===== config.mk =====
export PLATFORM = sky130hd
export DESIGN_NAME = fccl_ram
export DESIGN_NICKNAME = d
export VERILOG_FILES = /design/src/rtl/core/fccl_ram.sv
export SDC_FILE = /design/constraint.sdc
export NUM_CORES = 2
export LEC_CHECK = 0
export BUFFER_PORTS_ARGS = -buffer_cell sky130_fd_sc_hd__buf_2
export CORE_MARGIN = 4
export CORE_UTILIZATION = 30
export DETAILED_ROUTE_END_ITERATION = 8
export HOLD_SLACK_MARGIN = 0.02
export SETUP_SLACK_MARGIN = 0.3
export SLEW_MARGIN = 20
export SYNTH_ARGS = -nofsm -noshare
export SYNTH_HDL_FRONTEND = slang
export SYNTH_SLANG_ARGS = --single-unit

===== constraint.sdc =====
create_clock -name clock -period 6.3 [get_ports clock]
set_clock_uncertainty 0.2 [all_clocks]
set_input_delay 0.63 -clock clock [delete_from_list [all_inputs] [get_ports clock]]
set_output_delay 0.63 -clock clock [all_outputs]
set_load 0.05 [all_outputs]

===== src/rtl/core/fccl_ram.sv =====
// Generic single-write, single-read RAM with a registered read.
module fccl_ram #(
   parameter int WIDTH = 8,
   parameter int DEPTH = 256
) (
   input  logic                     clock,
   input  logic                     wr_en,
   input  logic [$clog2(DEPTH)-1:0] wr_addr,
   input  logic [WIDTH-1:0]         wr_data,
   input  logic [$clog2(DEPTH)-1:0] rd_addr,
   output logic [WIDTH-1:0]         rd_data
);
   logic [WIDTH-1:0] mem_ff [DEPTH];

   always_ff @(posedge clock) begin
      if (wr_en) begin
         mem_ff[wr_addr] <= wr_data;
      end
      rd_data <= mem_ff[rd_addr];
   end
endmodule


### Word-level counts from Yosys, hierarchy flattened

Memory sizes are Yosys's and may differ from the RTL's. A register that Yosys moved wholly into a read port is not among the register bits.
Cells that the tools add are included.

* memories: 1
* output and inout port bits: 8
* input bits: 26
* RAM bits: 2048
* word-level logic and storage cells: 3
* register bits after elaboration: 0

* multiplexer cells: 2

Memories
* mem_ff: depth 256, bits a word 8, read ports 1, clocked after memory_dff 1, wr ports 1, line 13 `logic [WIDTH-1:0] mem_ff [DEPTH];`

Operator list (count)
* $mux 1: 2

### Depth between registers and ports, before layout

* depth after elaboration: 2
* gate-level depth with buffers: 11

### Worst setup path after synthesis

OpenSTA, ideal clock, no wires.

* kind: input-to-reg
* start: input port rd_addr[0]
* end: register rd_data[2] (read register of mem_ff)
* data required time: 5.969 ns
* stages on the path: 9
* path slack: 3.532 ns
* data arrival time: 2.437 ns
* buffers on the path: 4
* cells stage by stage: buf_6 buf_12 buf_8 buf_2 mux4_2 a22oi_1 a21oi_1 nor4_1 nor4_2

RTL lines
* start: declaration: line 10 `input logic [$clog2(DEPTH)-1:0] rd_addr,`
* end: declaration: line 11 `output logic [WIDTH-1:0] rd_data`

==> reports/results.ini <==
[run_status]
outcome=completed

[yosys]
synth_area_leaders=edfxtp_1 (77%), mux4_2 (13%), mux2i_1 (1.7%)
synth_seq_cells=2056
yosysTopAreaCellShare_pct=77.3
ys.flop_type=edfxtp_1
syn_nets=3759
synth_cell_types=55
yosysMostFrequentCell=edfxtp_1
synthArstFlopShare_pct=0
syn-cell-area_sq_um=79600
synth_top_area_cell=edfxtp_1
syn_area_per_cell_sq_um=21.3
yosys_warnings=0
ys_seq_area_share_pct=77.5
synth_commonest_cells=edfxtp_1 (2,048), mux4_2 (454), nor2_1 (282), mux2i_1 (134), a22oi_1 (133)
synth_edf_count=2048
synthCells=3733

[setup_path]
slowest_delay_ns=0.77
rr_startpoint=mem_ff[43][5]$_DFFE_PP_
cp_top_family=compound AO/OA/AOI/OAI gates
path_buf_inv=3
crit_cells=9
end_kind=flip-flop
reg2reg_depth=6
crit_type=in2reg
cpMaxStageDelayCell=a211oi_1
cp-startpoint=rd_addr[0]
cp_max_fo=60
cp_data_required_time_ns=6.76
crit_chain=buf_8 > buf_12 > buf_4 > mux4_2 > a22o_1 > a221oi_1 > o221ai_1 > a211oi_1 > nor4_1
worstPathArrival_ns=4.53
start_kind=primary input

[timing]
layout_setup_ws_ns=2.22
relSlewSlack_pct=21.2
finalSetupTns_ns=0
slew_violations=0
fin_crit_ns=4.08
setup_viol=0
fmax_mhz=245
rsz0062_at_grt=false
hold_violations=0
whs_ns=0.0964
tightest_slew_ns=1.18
period_share_pct=64.7

[final_layout]
drive_above_1_share_pct=23.1
final_util_pct=34.5
final_nets=3863
stdcell_area_sq_um=90800
area_growth_pct=14.2

[die]
start_util_pct=30.2
io_pins=34
fp-row-count=188
die_h_um=523
coreArea_sq_um=263000
die_w_um=523
die_area_sq_um=273000

[routing]
routedWlPerCell_um=26.7
routed_wl_um=201000
vias=38500
via_per_inst=5.11
first_iter_violations=4419
drc=0
drtPass1Iterations=6
antenna_left=0

[grt]
grt_max_degree=157
gr-usage-all-layers_pct=14.5
grt_pass1_wl_um=290000
overflow=0
grt_pass1_vias=38800
grt_antenna_before_repair=12

[power_and_ir_drop]
clkPwrFrac_pct=43.3
seqPwrFrac_pct=52.0
p_sw_share_pct=21.2
peakVddDrop_mv=0.292
comb_power_share_pct=4.7
p_leak_nw=27.4
intPower_mw=22.9
p_switching_mw=6.15
p_per_area_nw_per_um2=320

[clock_tree]
clock_path_buffers=3
htree_levels=4
cts-root-buf=clkbuf_16
clock_latency_ns=0.84
cts_resized=0
cts_tree=yes
numCtsBuffers=205
clock-sinks=2056
path_clk_slew_ns=0.06

[place]
dpl_worst_slack_ns=1.38
hpwl_um=121000
io_buffers=33
place.gp.congestion=0.820
placed_area_sq_um=83800

[worst_hold_path]
worstHoldStart=wr_data[3]
hold_class=in2reg
holdPathStages=1

[run]
cap_violations=0

worst paths after layout:
path | end | slack (ns)
worst min-delay path | mem_ff[40][3]$_DFFE_PP_ | 0.1
worst max register to register | rd_data[5]$_DFF_P_ | 3.21
worst max-delay path | rd_data[5]$_DFF_P_ | 2.22
worst min register to register | rd_data[6]$_DFF_P_ | 0.85
power groups by stage:
| stage | combinational [mW] | sequential (mW) | clock, mW |
|---|---|---|---|
| detailed placement | 1.39 | 15.4 | 0 |
| finish | 1.38 | 15.1 | 12.6 |
| CTS | 1.39 | 15.1 | 12.8 |
| global route | 1.45 | 15.1 | 13.4 |
| floorplan | 0.733 | 15.4 | 0 |
| global placement | 1.36 | 15.4 | 0 |
flip-flops by register name, summed over array words and instances, names as in the netlist:
register and cells:
mem_ff 2048, rd_data 8
layer usage:
metal  track usage (%)  wire length (um)  up-vias
met2              23.4             97400     1626
met5                 0                34        -
met1              19.9             82100    20600
li1                  -                 -    15900
met3              2.80             15000      311
met4              4.65              6280        6
logic make-up (layout without fill, tap and decap cells):
family,Yosys count,after routing,synth area share [%]
other,0,5,0
buffers and inverters,235,515,1.83
AND/OR/NAND/NOR,466,466,2.63
AO/OA/AOI/OAI,385,385,3.42
flip-flops,2056,2056,77.5
multiplexers,591,591,14.6
worst reg2reg max path: cells and delay by family, from the launching register on:
family	cells	cell delay, ns
DFF	1	0.35
AOI/OAI and AO/OA	3	1.59
and+or+nand+nor	2	0.29
muxes	1	0.46
placed cells by master, fill, tap and decap left out, types with 6 or more instances in the layout:
| cell | Yosys | final |
|---|---|---|
| a221oi_1 | 13 | 13 |
| buf_12 | 8 | 15 |
| nand2b_1 | 8 | 8 |
| nor2_2 | 0 | 6 |
| nor3_1 | 22 | 20 |
| a22o_1 | 8 | 8 |
| nand4_1 | 10 | 10 |
| dfxtp_1 | 8 | 8 |
| nor2b_1 | 31 | 28 |
| bufinv_16 | 0 | 31 |
| nor2_1 | 282 | 273 |
| buf_4 | 27 | 82 |
| clkbuf_8 | 0 | 6 |
| o21ai_0 | 10 | 10 |
| o221ai_1 | 46 | 46 |
| and2_1 | 6 | 6 |
| nor4_2 | 3 | 13 |
| mux4_2 | 454 | 454 |
| clkinv_1 | 1 | 49 |
| edfxtp_1 | 2048 | 2048 |
| nand3_1 | 34 | 34 |
| buf_8 | 13 | 9 |
| a211oi_1 | 16 | 16 |
| clkinv_2 | 0 | 41 |
| a21oi_1 | 96 | 96 |
| nand2_1 | 33 | 33 |
| mux2i_1 | 134 | 134 |
| buf_2 | 31 | 21 |
| clkbuf_16 | 0 | 209 |
| a22oi_1 | 133 | 133 |
| o211ai_1 | 10 | 10 |
| clkbuf_1 | 111 | 30 |
| nor4_1 | 24 | 14 |
| o22ai_1 | 28 | 28 |
layout make-up:
type | instances | area [sq um]
Fill cell | 24200 | 172000
Sequential cell | 2056 | 61700
Multi-Input combinational cell | 1442 | 16600
Clock buffer | 244 | 5410
Tap cell | 3515 | 4400
Clock inverter | 139 | 1560
Timing Repair Buffer | 130 | 1190
Antenna cell | 5 | 12.5
Inverter | 2 | 7.51
metrics by stage:
step / power [mW] / instances
floorplan: 16.1 / 3733
global placement: 16.8 / 7140
detailed placement: 16.8 / 7144
CTS: 29.3 / 7528
global route: 30.0 / 7531
finish: 29.1 / 7533
timing repair:
item                                   in CTS  in global routing
setup endpoints to repair                   0                  0
endpoints found under the hold margin      22                  0
hold buffers                                1                  0
setup buffers                               0                  0
(Power assumes the default switching activity.)
