[config.mk]
export PLATFORM = sky130hd
export DESIGN_NAME = fccl_geom
export DESIGN_NICKNAME = d
export VERILOG_FILES = /design/src/rtl/core/fccl_pkg.sv /design/src/rtl/core/fccl_div.sv /design/src/rtl/core/fccl_geom.sv
export SDC_FILE = /design/constraint.sdc
export NUM_CORES = 1
export LEC_CHECK = 0
export BUFFER_PORTS_ARGS = -buffer_cell sky130_fd_sc_hd__buf_2
export CAP_MARGIN = 20
export CORE_MARGIN = 2
export CORE_UTILIZATION = 47
export CTS_CLUSTER_SIZE = 16
export DETAILED_ROUTE_END_ITERATION = 16
export GPL_ROUTABILITY_DRIVEN = 0
export GPL_TIMING_DRIVEN = 0
export HOLD_SLACK_MARGIN = 0.1
export PLACE_DENSITY = 0.65
export SYNTH_ARGS = -nofsm -noshare
export SYNTH_HDL_FRONTEND = slang
export SYNTH_SLANG_ARGS = --single-unit
export TNS_END_PERCENT = 20
[constraint.sdc]
create_clock -name clock -period 5.65 [get_ports clock]
set_input_delay 1.13 -clock clock [delete_from_list [all_inputs] [get_ports clock]]
set_output_delay 1.13 -clock clock [all_outputs]
set_load 0.1 [all_outputs]
[src/rtl/core/fccl_pkg.sv]
// Types and constants shared by the cluster chain lookup modules.
package fccl_pkg;

   // FAT copy held in the byte memory.
   localparam int FAT_TABLE_BYTES = 65536;
   localparam int FAT_AW          = $clog2(FAT_TABLE_BYTES);

   // Serial divider sizes.
   localparam int DIVIDEND_W = 32;
   localparam int DIVISOR_W  = 13;
   localparam int DIV_CNT_W  = $clog2(DIVIDEND_W);

   // Configuration port.
   localparam int CSR_IW = 3;
   localparam int CSR_DW = 32;
   localparam logic [CSR_IW-1:0] CSR_BPS      = 3'd0;
   localparam logic [CSR_IW-1:0] CSR_SPC      = 3'd1;
   localparam logic [CSR_IW-1:0] CSR_RESERVED = 3'd2;
   localparam logic [CSR_IW-1:0] CSR_COPIES   = 3'd3;
   localparam logic [CSR_IW-1:0] CSR_ROOT     = 3'd4;
   localparam logic [CSR_IW-1:0] CSR_FSHORT   = 3'd5;
   localparam logic [CSR_IW-1:0] CSR_FLONG    = 3'd6;
   localparam logic [CSR_IW-1:0] CSR_VOLUME   = 3'd7;

   // Cluster count limits of the FAT types.
   localparam logic [31:0] LIMIT_FAT12 = 32'd4085;
   localparam logic [31:0] LIMIT_FAT16 = 32'd65525;
   localparam logic [31:0] LIMIT_FAT32 = 32'd268435445;

   // End-of-chain markers.
   localparam logic [27:0] EOC_FAT12 = 28'h0000fff;
   localparam logic [27:0] EOC_FAT16 = 28'h000ffff;
   localparam logic [27:0] EOC_FAT32 = 28'hfffffff;
   localparam logic [7:0]  TOP_MASK  = 8'h0f;

   // FAT kinds.
   localparam logic [1:0] KIND_FAT12 = 2'd0;
   localparam logic [1:0] KIND_FAT16 = 2'd1;
   localparam logic [1:0] KIND_FAT32 = 2'd2;

   // Result status codes.
   localparam logic [1:0] ST_CONTINUE = 2'd0;
   localparam logic [1:0] ST_END      = 2'd1;
   localparam logic [1:0] ST_UNSUPP   = 2'd2;
   localparam logic [1:0] ST_RANGE    = 2'd3;

   // Input mode codes.
   localparam logic MODE_WRITE  = 1'b0;
   localparam logic MODE_LOOKUP = 1'b1;

   typedef struct packed {
      logic        mode;
      logic [15:0] byte_address;
      logic [7:0]  byte_value;
      logic [27:0] cluster;
   } req_type;

   typedef struct packed {
      logic [1:0]  status;
      logic [31:0] first_sector;
      logic [27:0] next_cluster;
      logic [1:0]  fat_kind;
   } rsp_type;

   // Derived volume geometry handed to the lookup engine.
   typedef struct packed {
      logic        ready;
      logic        unsupported;
      logic [1:0]  kind;
      logic [31:0] first_data;
      logic [7:0]  spc;
   } geo_type;

endpackage

[src/rtl/core/fccl_div.sv]
// Restoring divider that produces one quotient bit per cycle.
module fccl_div (
   input  logic                              clock,
   input  logic                              reset,
   input  logic                              start,
   input  logic [fccl_pkg::DIVIDEND_W-1:0]   dividend,
   input  logic [fccl_pkg::DIVISOR_W-1:0]    divisor,
   output logic                              done,
   output logic [fccl_pkg::DIVIDEND_W-1:0]   quotient
);
   import fccl_pkg::*;

   logic                  busy_ff, busy_in;
   logic                  done_ff, done_in;
   logic [DIV_CNT_W-1:0]  cnt_ff, cnt_in;
   logic [DIVISOR_W-1:0]  rem_ff, rem_in;
   logic [DIVISOR_W-1:0]  dvs_ff, dvs_in;
   logic [DIVIDEND_W-1:0] quo_ff, quo_in;
   logic [DIVISOR_W:0]    trial;
   logic                  fits;

   // Operand load on start, otherwise one shift-and-subtract step while busy.
   always_comb begin
      trial  = {rem_ff, quo_ff[DIVIDEND_W-1]};
      fits   = trial >= {1'b0, dvs_ff};
      busy_in = busy_ff;
      done_in = 1'b0;
      cnt_in  = cnt_ff;
      rem_in  = rem_ff;
      dvs_in  = dvs_ff;
      quo_in  = quo_ff;
      if (start) begin
         busy_in = 1'b1;
         cnt_in  = '0;
         rem_in  = '0;
         dvs_in  = divisor;
         quo_in  = dividend;
      end else if (busy_ff) begin
         rem_in = fits ? DIVISOR_W'(trial - {1'b0, dvs_ff}) : trial[DIVISOR_W-1:0];
         quo_in = {quo_ff[DIVIDEND_W-2:0], fits};
         cnt_in = cnt_ff + 1'b1;
         if (cnt_ff == DIV_CNT_W'(DIVIDEND_W - 1)) begin
            busy_in = 1'b0;
            done_in = 1'b1;
         end
      end
   end

   always_ff @(posedge clock) begin
      if (reset) begin
         busy_ff <= 1'b0;
         done_ff <= 1'b0;
         cnt_ff  <= '0;
      end else begin
         busy_ff <= busy_in;
         done_ff <= done_in;
         cnt_ff  <= cnt_in;
      end
      rem_ff <= rem_in;
      dvs_ff <= dvs_in;
      quo_ff <= quo_in;
   end

   assign done     = done_ff;
   assign quotient = quo_ff;
endmodule

[src/rtl/core/fccl_geom.sv]
// Geometry registers and the sequencer that derives the volume layout from them.
module fccl_geom (
   input  logic                          clock,
   input  logic                          reset,
   input  logic                          csr_we,
   input  logic [fccl_pkg::CSR_IW-1:0]   csr_index,
   input  logic [fccl_pkg::CSR_DW-1:0]   csr_wdata,
   output fccl_pkg::geo_type             geo
);
   import fccl_pkg::*;

   typedef enum logic [7:0] {
      G_START  = 8'b00000001,
      G_RDIV   = 8'b00000010,
      G_MUL    = 8'b00000100,
      G_OVER   = 8'b00001000,
      G_CSTART = 8'b00010000,
      G_CDIV   = 8'b00100000,
      G_KIND   = 8'b01000000,
      G_DONE   = 8'b10000000
   } gstate_type;

   gstate_type state_ff, state_in;

   logic [12:0] bps_ff;
   logic [7:0]  spc_ff;
   logic [15:0] reserved_ff;
   logic [7:0]  copies_ff;
   logic [15:0] root_ent_ff;
   logic [15:0] fshort_ff;
   logic [31:0] flong_ff;
   logic [31:0] volume_ff;

   logic [21:0] root_ff, root_in;
   logic [39:0] prod_ff, prod_in;
   logic [31:0] first_ff, first_in;
   logic [31:0] data_ff, data_in;
   logic [31:0] clus_ff, clus_in;
   logic        unsup_ff, unsup_in;
   logic [1:0]  kind_ff, kind_in;

   logic                  div_start;
   logic [DIVIDEND_W-1:0] div_dividend;
   logic [DIVISOR_W-1:0]  div_divisor;
   logic                  div_done;
   logic [DIVIDEND_W-1:0] div_quo;
   logic [31:0]           fat_secs;
   logic [40:0]           overhead;

   // Configuration registers.
   always_ff @(posedge clock) begin
      if (reset) begin
         bps_ff      <= 13'd512;
         spc_ff      <= 8'd1;
         reserved_ff <= 16'd1;
         copies_ff   <= 8'd2;
         root_ent_ff <= 16'd512;
         fshort_ff   <= '0;
         flong_ff    <= '0;
         volume_ff   <= '0;
      end else if (csr_we) begin
         case (csr_index)
            CSR_BPS:      bps_ff      <= csr_wdata[12:0];
            CSR_SPC:      spc_ff      <= csr_wdata[7:0];
            CSR_RESERVED: reserved_ff <= csr_wdata[15:0];
            CSR_COPIES:   copies_ff   <= csr_wdata[7:0];
            CSR_ROOT:     root_ent_ff <= csr_wdata[15:0];
            CSR_FSHORT:   fshort_ff   <= csr_wdata[15:0];
            CSR_FLONG:    flong_ff    <= csr_wdata;
            CSR_VOLUME:   volume_ff   <= csr_wdata;
            default: ;
         endcase
      end
   end

   fccl_div u_div (
      .clock    (clock),
      .reset    (reset),
      .start    (div_start),
      .dividend (div_dividend),
      .divisor  (div_divisor),
      .done     (div_done),
      .quotient (div_quo)
   );

   // Layout sequencer: root sectors, FAT area, data area, cluster count, kind.
   always_comb begin
      state_in     = state_ff;
      root_in      = root_ff;
      prod_in      = prod_ff;
      first_in     = first_ff;
      data_in      = data_ff;
      clus_in      = clus_ff;
      unsup_in     = unsup_ff;
      kind_in      = kind_ff;
      div_start    = 1'b0;
      div_dividend = DIVIDEND_W'({1'b0, root_ent_ff, 5'b0} + 22'(bps_ff) - 22'd1);
      div_divisor  = bps_ff;
      fat_secs     = (fshort_ff == '0) ? flong_ff : {16'b0, fshort_ff};
      overhead     = 41'(reserved_ff) + 41'(prod_ff) + 41'(root_ff);
      case (state_ff)
         G_START: begin
            unsup_in = 1'b0;
            if (bps_ff == '0) begin
               root_in  = '0;
               state_in = G_MUL;
            end else begin
               div_start = 1'b1;
               state_in  = G_RDIV;
            end
         end
         G_RDIV: begin
            if (div_done) begin
               root_in  = div_quo[21:0];
               state_in = G_MUL;
            end
         end
         G_MUL: begin
            prod_in  = 40'(copies_ff) * 40'(fat_secs);
            state_in = G_OVER;
         end
         G_OVER: begin
            first_in = overhead[31:0];
            data_in  = (overhead > 41'(volume_ff)) ? 32'd0 : volume_ff - overhead[31:0];
            if (spc_ff == '0) begin
               unsup_in = 1'b1;
               state_in = G_DONE;
            end else begin
               state_in = G_CSTART;
            end
         end
         G_CSTART: begin
            div_start    = 1'b1;
            div_dividend = data_ff;
            div_divisor  = DIVISOR_W'(spc_ff);
            state_in     = G_CDIV;
         end
         G_CDIV: begin
            if (div_done) begin
               clus_in  = div_quo;
               state_in = G_KIND;
            end
         end
         G_KIND: begin
            if (clus_ff < LIMIT_FAT12 && fshort_ff != '0) begin
               kind_in = KIND_FAT12;
            end else if (clus_ff < LIMIT_FAT16 && fshort_ff != '0) begin
               kind_in = KIND_FAT16;
            end else if (clus_ff < LIMIT_FAT32) begin
               kind_in = KIND_FAT32;
            end else begin
               kind_in  = KIND_FAT12;
               unsup_in = 1'b1;
            end
            state_in = G_DONE;
         end
         G_DONE: ;
         default: state_in = G_START;
      endcase
      if (csr_we) begin
         state_in = G_START;
      end
   end

   always_ff @(posedge clock) begin
      if (reset) begin
         state_ff <= G_START;
         unsup_ff <= 1'b0;
         kind_ff  <= KIND_FAT12;
      end else begin
         state_ff <= state_in;
         unsup_ff <= unsup_in;
         kind_ff  <= kind_in;
      end
      root_ff  <= root_in;
      prod_ff  <= prod_in;
      first_ff <= first_in;
      data_ff  <= data_in;
      clus_ff  <= clus_in;
   end

   assign geo.ready       = (state_ff == G_DONE) && !csr_we;
   assign geo.unsupported = unsup_ff;
   assign geo.kind        = unsup_ff ? KIND_FAT12 : kind_ff;
   assign geo.first_data  = first_ff;
   assign geo.spc         = spc_ff;
endmodule

== Word-level counts from Yosys, hierarchy flattened ==
Index checks and enable logic that the tools add are counted.

* Register bits: 375
* Input bits: 38
* Output and inout port bits: 44

* Add/sub/neg operators: 7
* Muxes and demuxes: 29
* Eq/ne operators: 23
* Reductions and logical operators: 27
* $mul: 1
* Bitwise gates (word level): 2
* $lt $le $gt $ge: 5

{| class="wikitable"
|+ Operators with widths
! cell !! count
|-
| 2-to-1 mux 32 bit || 4
|-
| one-hot mux 8 bit (8 select lines) || 1
|-
| 2-to-1 mux 22 bit || 2
|-
| one-hot mux 22 bit (2 select lines) || 1
|-
| adder 16 x 40 -> 41 bit || 1
|-
| adder 41 x 22 -> 41 bit || 1
|-
| > comparator 41 x 32 -> 1 bit || 1
|-
| multiplier 8 x 32 -> 40 bit || 1
|-
| less-than comparator 32 x 12 -> 1 bit, second input constant || 1
|-
| less-than comparator 32 x 16 -> 1 bit, second input constant || 1
|-
| less-than comparator 32 x 28 -> 1 bit, second input constant || 1
|-
| 2-to-1 mux 8 bit || 4
|-
| subtractor 32 bit || 1
|-
| subtractor 22 x 1 -> 23 bit, second input constant || 1
|-
| adder 21 x 13 -> 22 bit || 1
|-
| AND reduction 2 bit || 9
|-
| zero test 16 bit || 1
|-
| nonzero test 16 bit || 1
|-
| >= comparator 14 x 13 -> 1 bit || 1
|-
| zero test 13 bit || 1
|-
| 2-to-1 mux 13 bit || 1
|-
| subtractor 13 bit || 1
|-
| equality test 3 bit, second input constant || 4
|-
| inequality test 2 bit, second input constant || 5
|-
| 29 further kinds || 48
|}

== Logic depth before layout (Yosys ltp) ==
* Depth after elaboration: 5
* Mapped depth: 25

== Hierarchy ==
Synthesis repeated with hierarchy kept, for this count alone.

* Cell total of the unflattened synthesis: 3049
* Area, all modules: 28300.9 um^2

{| class="wikitable"
|+ By module, submodules not included
! module !! times used !! cells each !! area an instance (um^2)
|-
| fccl_geom || 1 || 2776 || 24989.0
|-
| fccl_div || 1 || 273 || 3311.9
|}

== Worst setup path before layout ==
Ideal clock, no wire load.

* Path type: reg-to-reg
* Start point: reg fshort_ff[2]
* End point: reg prod_ff[38] (data pin)
* Arrival: 5876 ps
* Setup slack: -499 ps
* Data required time: 5377 ps
* Cell stages (with the launch flop): 24
* Cell sequence: dfxtp_1 nor4_1 and4_1 clkbuf_1 a21oi_1 nand2b_1 fa_1 fa_1 inv_1 fa_1 inv_1 fa_1 inv_1 ha_1 or2_2 a311oi_1 nor4_1 o2111ai_1 nand3_1 a211oi_1 o21ai_0 o21a_1 o2111ai_1 o2111ai_1

* Longest elaborated chain between the ends: 3

{| class="wikitable"
|+ RTL lines
! element !! RTL line !! source
|-
| start: declaration || fccl_geom.sv:30 || <nowiki>logic [15:0] fshort_ff;</nowiki>
|-
| start signal: assignment || fccl_geom.sv:68 || <nowiki>CSR_FSHORT: fshort_ff <= csr_wdata[15:0];</nowiki>
|-
| zero test 16 bit || fccl_geom.sv:99 || <nowiki>fat_secs = (fshort_ff == '0) ? flong_ff : {16'b0, fshort_ff};</nowiki>
|-
| 2-to-1 mux 32 bit * || fccl_geom.sv:99 ||
|-
| multiplier 8 x 32 -> 40 bit * || fccl_geom.sv:119 || <nowiki>prod_in = 40'(copies_ff) * 40'(fat_secs);</nowiki>
|-
| end signal: assignment || fccl_geom.sv:176 || <nowiki>prod_ff <= prod_in;</nowiki>
|-
| end: declaration || fccl_geom.sv:35 || <nowiki>logic [39:0] prod_ff, prod_in;</nowiki>
|}

Every way passes the cells marked *; elsewhere a longest branch is shown, timed or not.
A chain may end at the register's enable or synchronous reset.

== Worst setup path after layout ==
* Start point: reg fshort_ff[11]
* End point: reg prod_ff[37] (data pin)

The elaborated chain is that of the path after synthesis.

==> impl_metrics.json <==
{
  "drive_gt1_frac": 0.126,
  "via_count": 22200,
  "synth-edff-count": 203,
  "grt_max_degree": 47,
  "n_fill_cell": 5273,
  "crit_path_max_fanout": 8,
  "min_path_type": "reg -> reg",
  "report.power.total_mw": 7.47,
  "dp_hpwl_mm": 61.0,
  "detail_route.iter0.violations": 1534,
  "synthArstFlopShare": 0,
  "cp.arrival_ps": 6500,
  "crit_buf_inv": 6,
  "start_util": 0.473,
  "syn_avg_cell_area_um2": 9.16,
  "post_drt_wl_per_cell_um": 19.6,
  "yosys.area.top_type_share": 0.219,
  "antenna_found_initial": 0,
  "p_per_area_mw_per_mm2": 233,
  "setup_viol": 23,
  "startpoint_type": "register",
  "clock_path_buffers": 3,
  "pin_count": 82,
  "synth-simple-area-share": 0.190,
  "synth_top_area_cell": "edfxtp_1",
  "worstMarginPinSlew_ps": 1090,
  "die-height_um": 247,
  "cts_made_buffers": 41,
  "synth_top_family_by_area": "adder cells",
  "fmax_ghz": 0.162,
  "synthFlopType": "edfxtp_1",
  "required_ps": 5980,
  "syn_area_mm2": 0.0278,
  "slew_viol_final": 0,
  "crit_path_end": "prod_ff[37]$_DFFE_PN_",
  "syn_inst": 3036,
  "placementRows": 89,
  "worst-path-stages": 24,
  "synth-xor-area-share": 0.0318,
  "yosysWarningCount": 0,
  "r2r_cells": 24,
  "synth-seq-cells": 375,
  "die_area_mm2": 0.0612,
  "rr_endpoint": "prod_ff[37]$_DFFE_PN_",
  "track_usage": 0.256,
  "die_w_um": 247,
  "vias_per_cell": 5.57,
  "rsz0062_at_grt": "yes",
  "violations": "setup timing",
  "synth.top_cells.by_count": "nand2_1 (421), inv_1 (345), a21oi_1 (288)",
  "fin_ws_ps": -513,
  "drc": 0,
  "r2r_setup_slack_ps": -510,
  "fin_nets": 3620,
  "core_mm2": 0.0588,
  "ys_types": 83,
  "clock_latency_ps": 600,
  "cts-root-buf": "clkbuf_16",
  "crit_top_cell": "fa_1",
  "grt_overflow": 0,
  "first_global_vias": 21900,
  "leakage_nw": 13.8,
  "area_growth_pct": 15.1,
  "h-tree-depth": 2,
  "synthTopCellsByArea": "edfxtp_1 (22%), fa_1 (14%), dfxtp_1 (12%), ha_1 (8.9%), nand2_1 (5.7%)",
  "clk_pin_slew_worst_paths_ps": 60,
  "path_cells": "nor4_4 -> and4_4 -> buf_12 -> clkbuf_16 -> a21oi_4 -> nand2b_4 -> fa_1 -> fa_1 -> inv_1 -> fa_1 -> inv_1 -> fa_1 -> inv_2 -> ha_4 -> o21a_1 -> o31a_1 -> o31ai_4 -> a21boi_2 -> o22a_2 -> a211o_1 -> o31a_1 -> a211oi_2 -> buf_4 -> xnor2_1",
  "synth_compound_gate_area_share": 0.130,
  "diodes": 0,
  "finClkSkew_ps": 41.7,
  "synth_fp_nets": 3471,
  "synth-adder-area-share": 0.233,
  "endpoint_kind": "register",
  "grt_pass1_wl_mm": 121,
  "reg2reg_from": "fshort_ff[11]$_SDFFE_PP0P_",
  "synth.area.mux_share": 0.00729,
  "slowest_stage": "fa_1",
  "placed_area_mm2": 0.0294,
  "cts.sinks": 375,
  "synth.most_common_cell": "nand2_1",
  "ir_worst_vdd_uv": 233,
  "yosysSeqAreaShare": 0.343,
  "dr.pass1.iters": 6,
  "drt_wl_total_mm": 78.2,
  "max_cap_viol_count": 0,
  "critPathTopFamily": "adder cells",
  "cts_tree": "built",
  "slowest_delay_ps": 520,
  "critical_path_class": "reg -> reg",
  "period_needed_ps": 6160,
  "hold_viol": 0,
  "final_area_mm2": 0.0320,
  "io_buffers": 69,
  "ant_nets": 0,
  "outcome": "finished with violations",
  "startpoint": "fshort_ff[11]$_SDFFE_PP0P_",
  "period_share": 1.09,
  "slew_headroom": 0.269
}
[cells in the final DEF, fill, tap and decap left out, types with 14 or more instances in the layout]
cell       instances
mux2i_1           18
buf_4             32
xor2_1            31
nand4_1           27
fa_1             198
o21ai_0           81
nand3_1           26
nor2b_2           37
xnor2_1           62
nand2b_1          29
nor3_1            35
clkbuf_1          99
a211oi_1          15
nor2b_1           95
a21o_1            58
o21a_1            17
nand2_1          419
a211o_1           17
and3_1           112
nor2_1           151
dfxtp_1          157
a21oi_4           16
clkbuf_16         50
a21oi_1          261
edfxtp_1         203
buf_2             73
clkbuf_2          14
ha_1             173
inv_1            342
and2_1            45
[cell type report]
cell class                 instances  area, µm²  area share
buffer                           128        614      0.0192
sequential                       375       9580       0.299
tap                              773        967      0.0302
timing repair buffer             111        822      0.0257
clock buffer                      53       1190      0.0371
inverter                         345       1290      0.0404
multi-input combinational       2183      17300       0.542
clock inverter                    22        220     0.00687
[state kept, by name (all words and copies together) (netlist names), 13 cells and up]
| name | flops |
|---|---|
| u_div.quotient | 32 |
| root_ff | 22 |
| prod_ff | 40 |
| u_div.dvs_ff | 13 |
| root_ent_ff | 16 |
| bps_ff | 13 |
| reserved_ff | 16 |
| flong_ff | 32 |
| volume_ff | 32 |
| first_ff | 32 |
| u_div.rem_ff | 13 |
| fshort_ff | 16 |
| clus_ff | 32 |
| data_ff | 32 |
[worst min-delay path by stage]
stage | startpoint | endpoint | slack (ps) | cells after the start
detailed placement | u_div.quotient[23]$_DFFE_PP_ | clus_ff[23]$_DFFE_PP_ | 430 | 0
finish | u_div.quotient[23]$_DFFE_PP_ | clus_ff[23]$_DFFE_PP_ | 450 | 0
floorplan | u_div.quotient[22]$_DFFE_PP_ | clus_ff[22]$_DFFE_PP_ | 420 | 0
global route | u_div.quotient[30]$_DFFE_PP_ | clus_ff[30]$_DFFE_PP_ | 470 | 0
global placement | u_div.quotient[30]$_DFFE_PP_ | clus_ff[30]$_DFFE_PP_ | 430 | 0
CTS | u_div.quotient[23]$_DFFE_PP_ | clus_ff[23]$_DFFE_PP_ | 450 | 0
[repair_timing]
action / 4_1_cts / 5_1_grt
setup buffers: 26 / 6
hold endpoints to repair: 0 / 0
hold buffers: 0 / 0
cloned: 3 / 0
pin swaps: 59 / 29
resized for setup: 174 / 40
endpoints found under the setup margin: 59 / 55
[layer usage]
metal / vias up / share of wire / GRT usage
li1: 10500 / - / -
met1: 10800 / 0.42 / 0.328
met2: 732 / 0.48 / 0.437
met3: 174 / 0.055 / 0.0306
met4: 0 / 0.046 / 0.111
met5: - / 0 / 0
[report_power, final]
group	leakage [nW]	switching (mW)	total, mW	internal [mW]
logic	9.70	0.916	1.51	0.592
registers	3.39	0.129	3.21	3.08
clock network	0.685	1.19	2.75	1.57
total	13.8	2.23	7.47	5.24
[kinds of logic (layout without fill, tap and decap cells)]
| kind of cell | after synthesis | after routing |
|---|---|---|
| adder cells (fa/ha/maj) | 397 | 397 |
| XOR/XNOR | 101 | 101 |
| buffers and inverters | 478 | 659 |
| multiplexers | 20 | 20 |
| flip-flops | 375 | 375 |
| AO/OA/AOI/OAI | 593 | 593 |
| AND/OR/NAND/NOR | 1072 | 1072 |
[metrics by stage]
stage | utilization | setup WS (ps) | instances | hold WS [ps] | TNS [ps]
2_1_floorplan | - | -59.6 | 3036 | 417 | -114
3_3_place_gp | 0.498 | -1250 | 3878 | 434 | -50500
3_5_place_dp | 0.501 | -1250 | 3884 | 430 | -53840
4_1_cts | 0.541 | -563 | 3983 | 449 | -4570
5_1_grt | 0.545 | -706 | 3990 | 467 | -16380
6_report | 0.545 | -513 | 3990 | 449 | -6060
No activity file was read; power rests on OpenSTA's default activity.
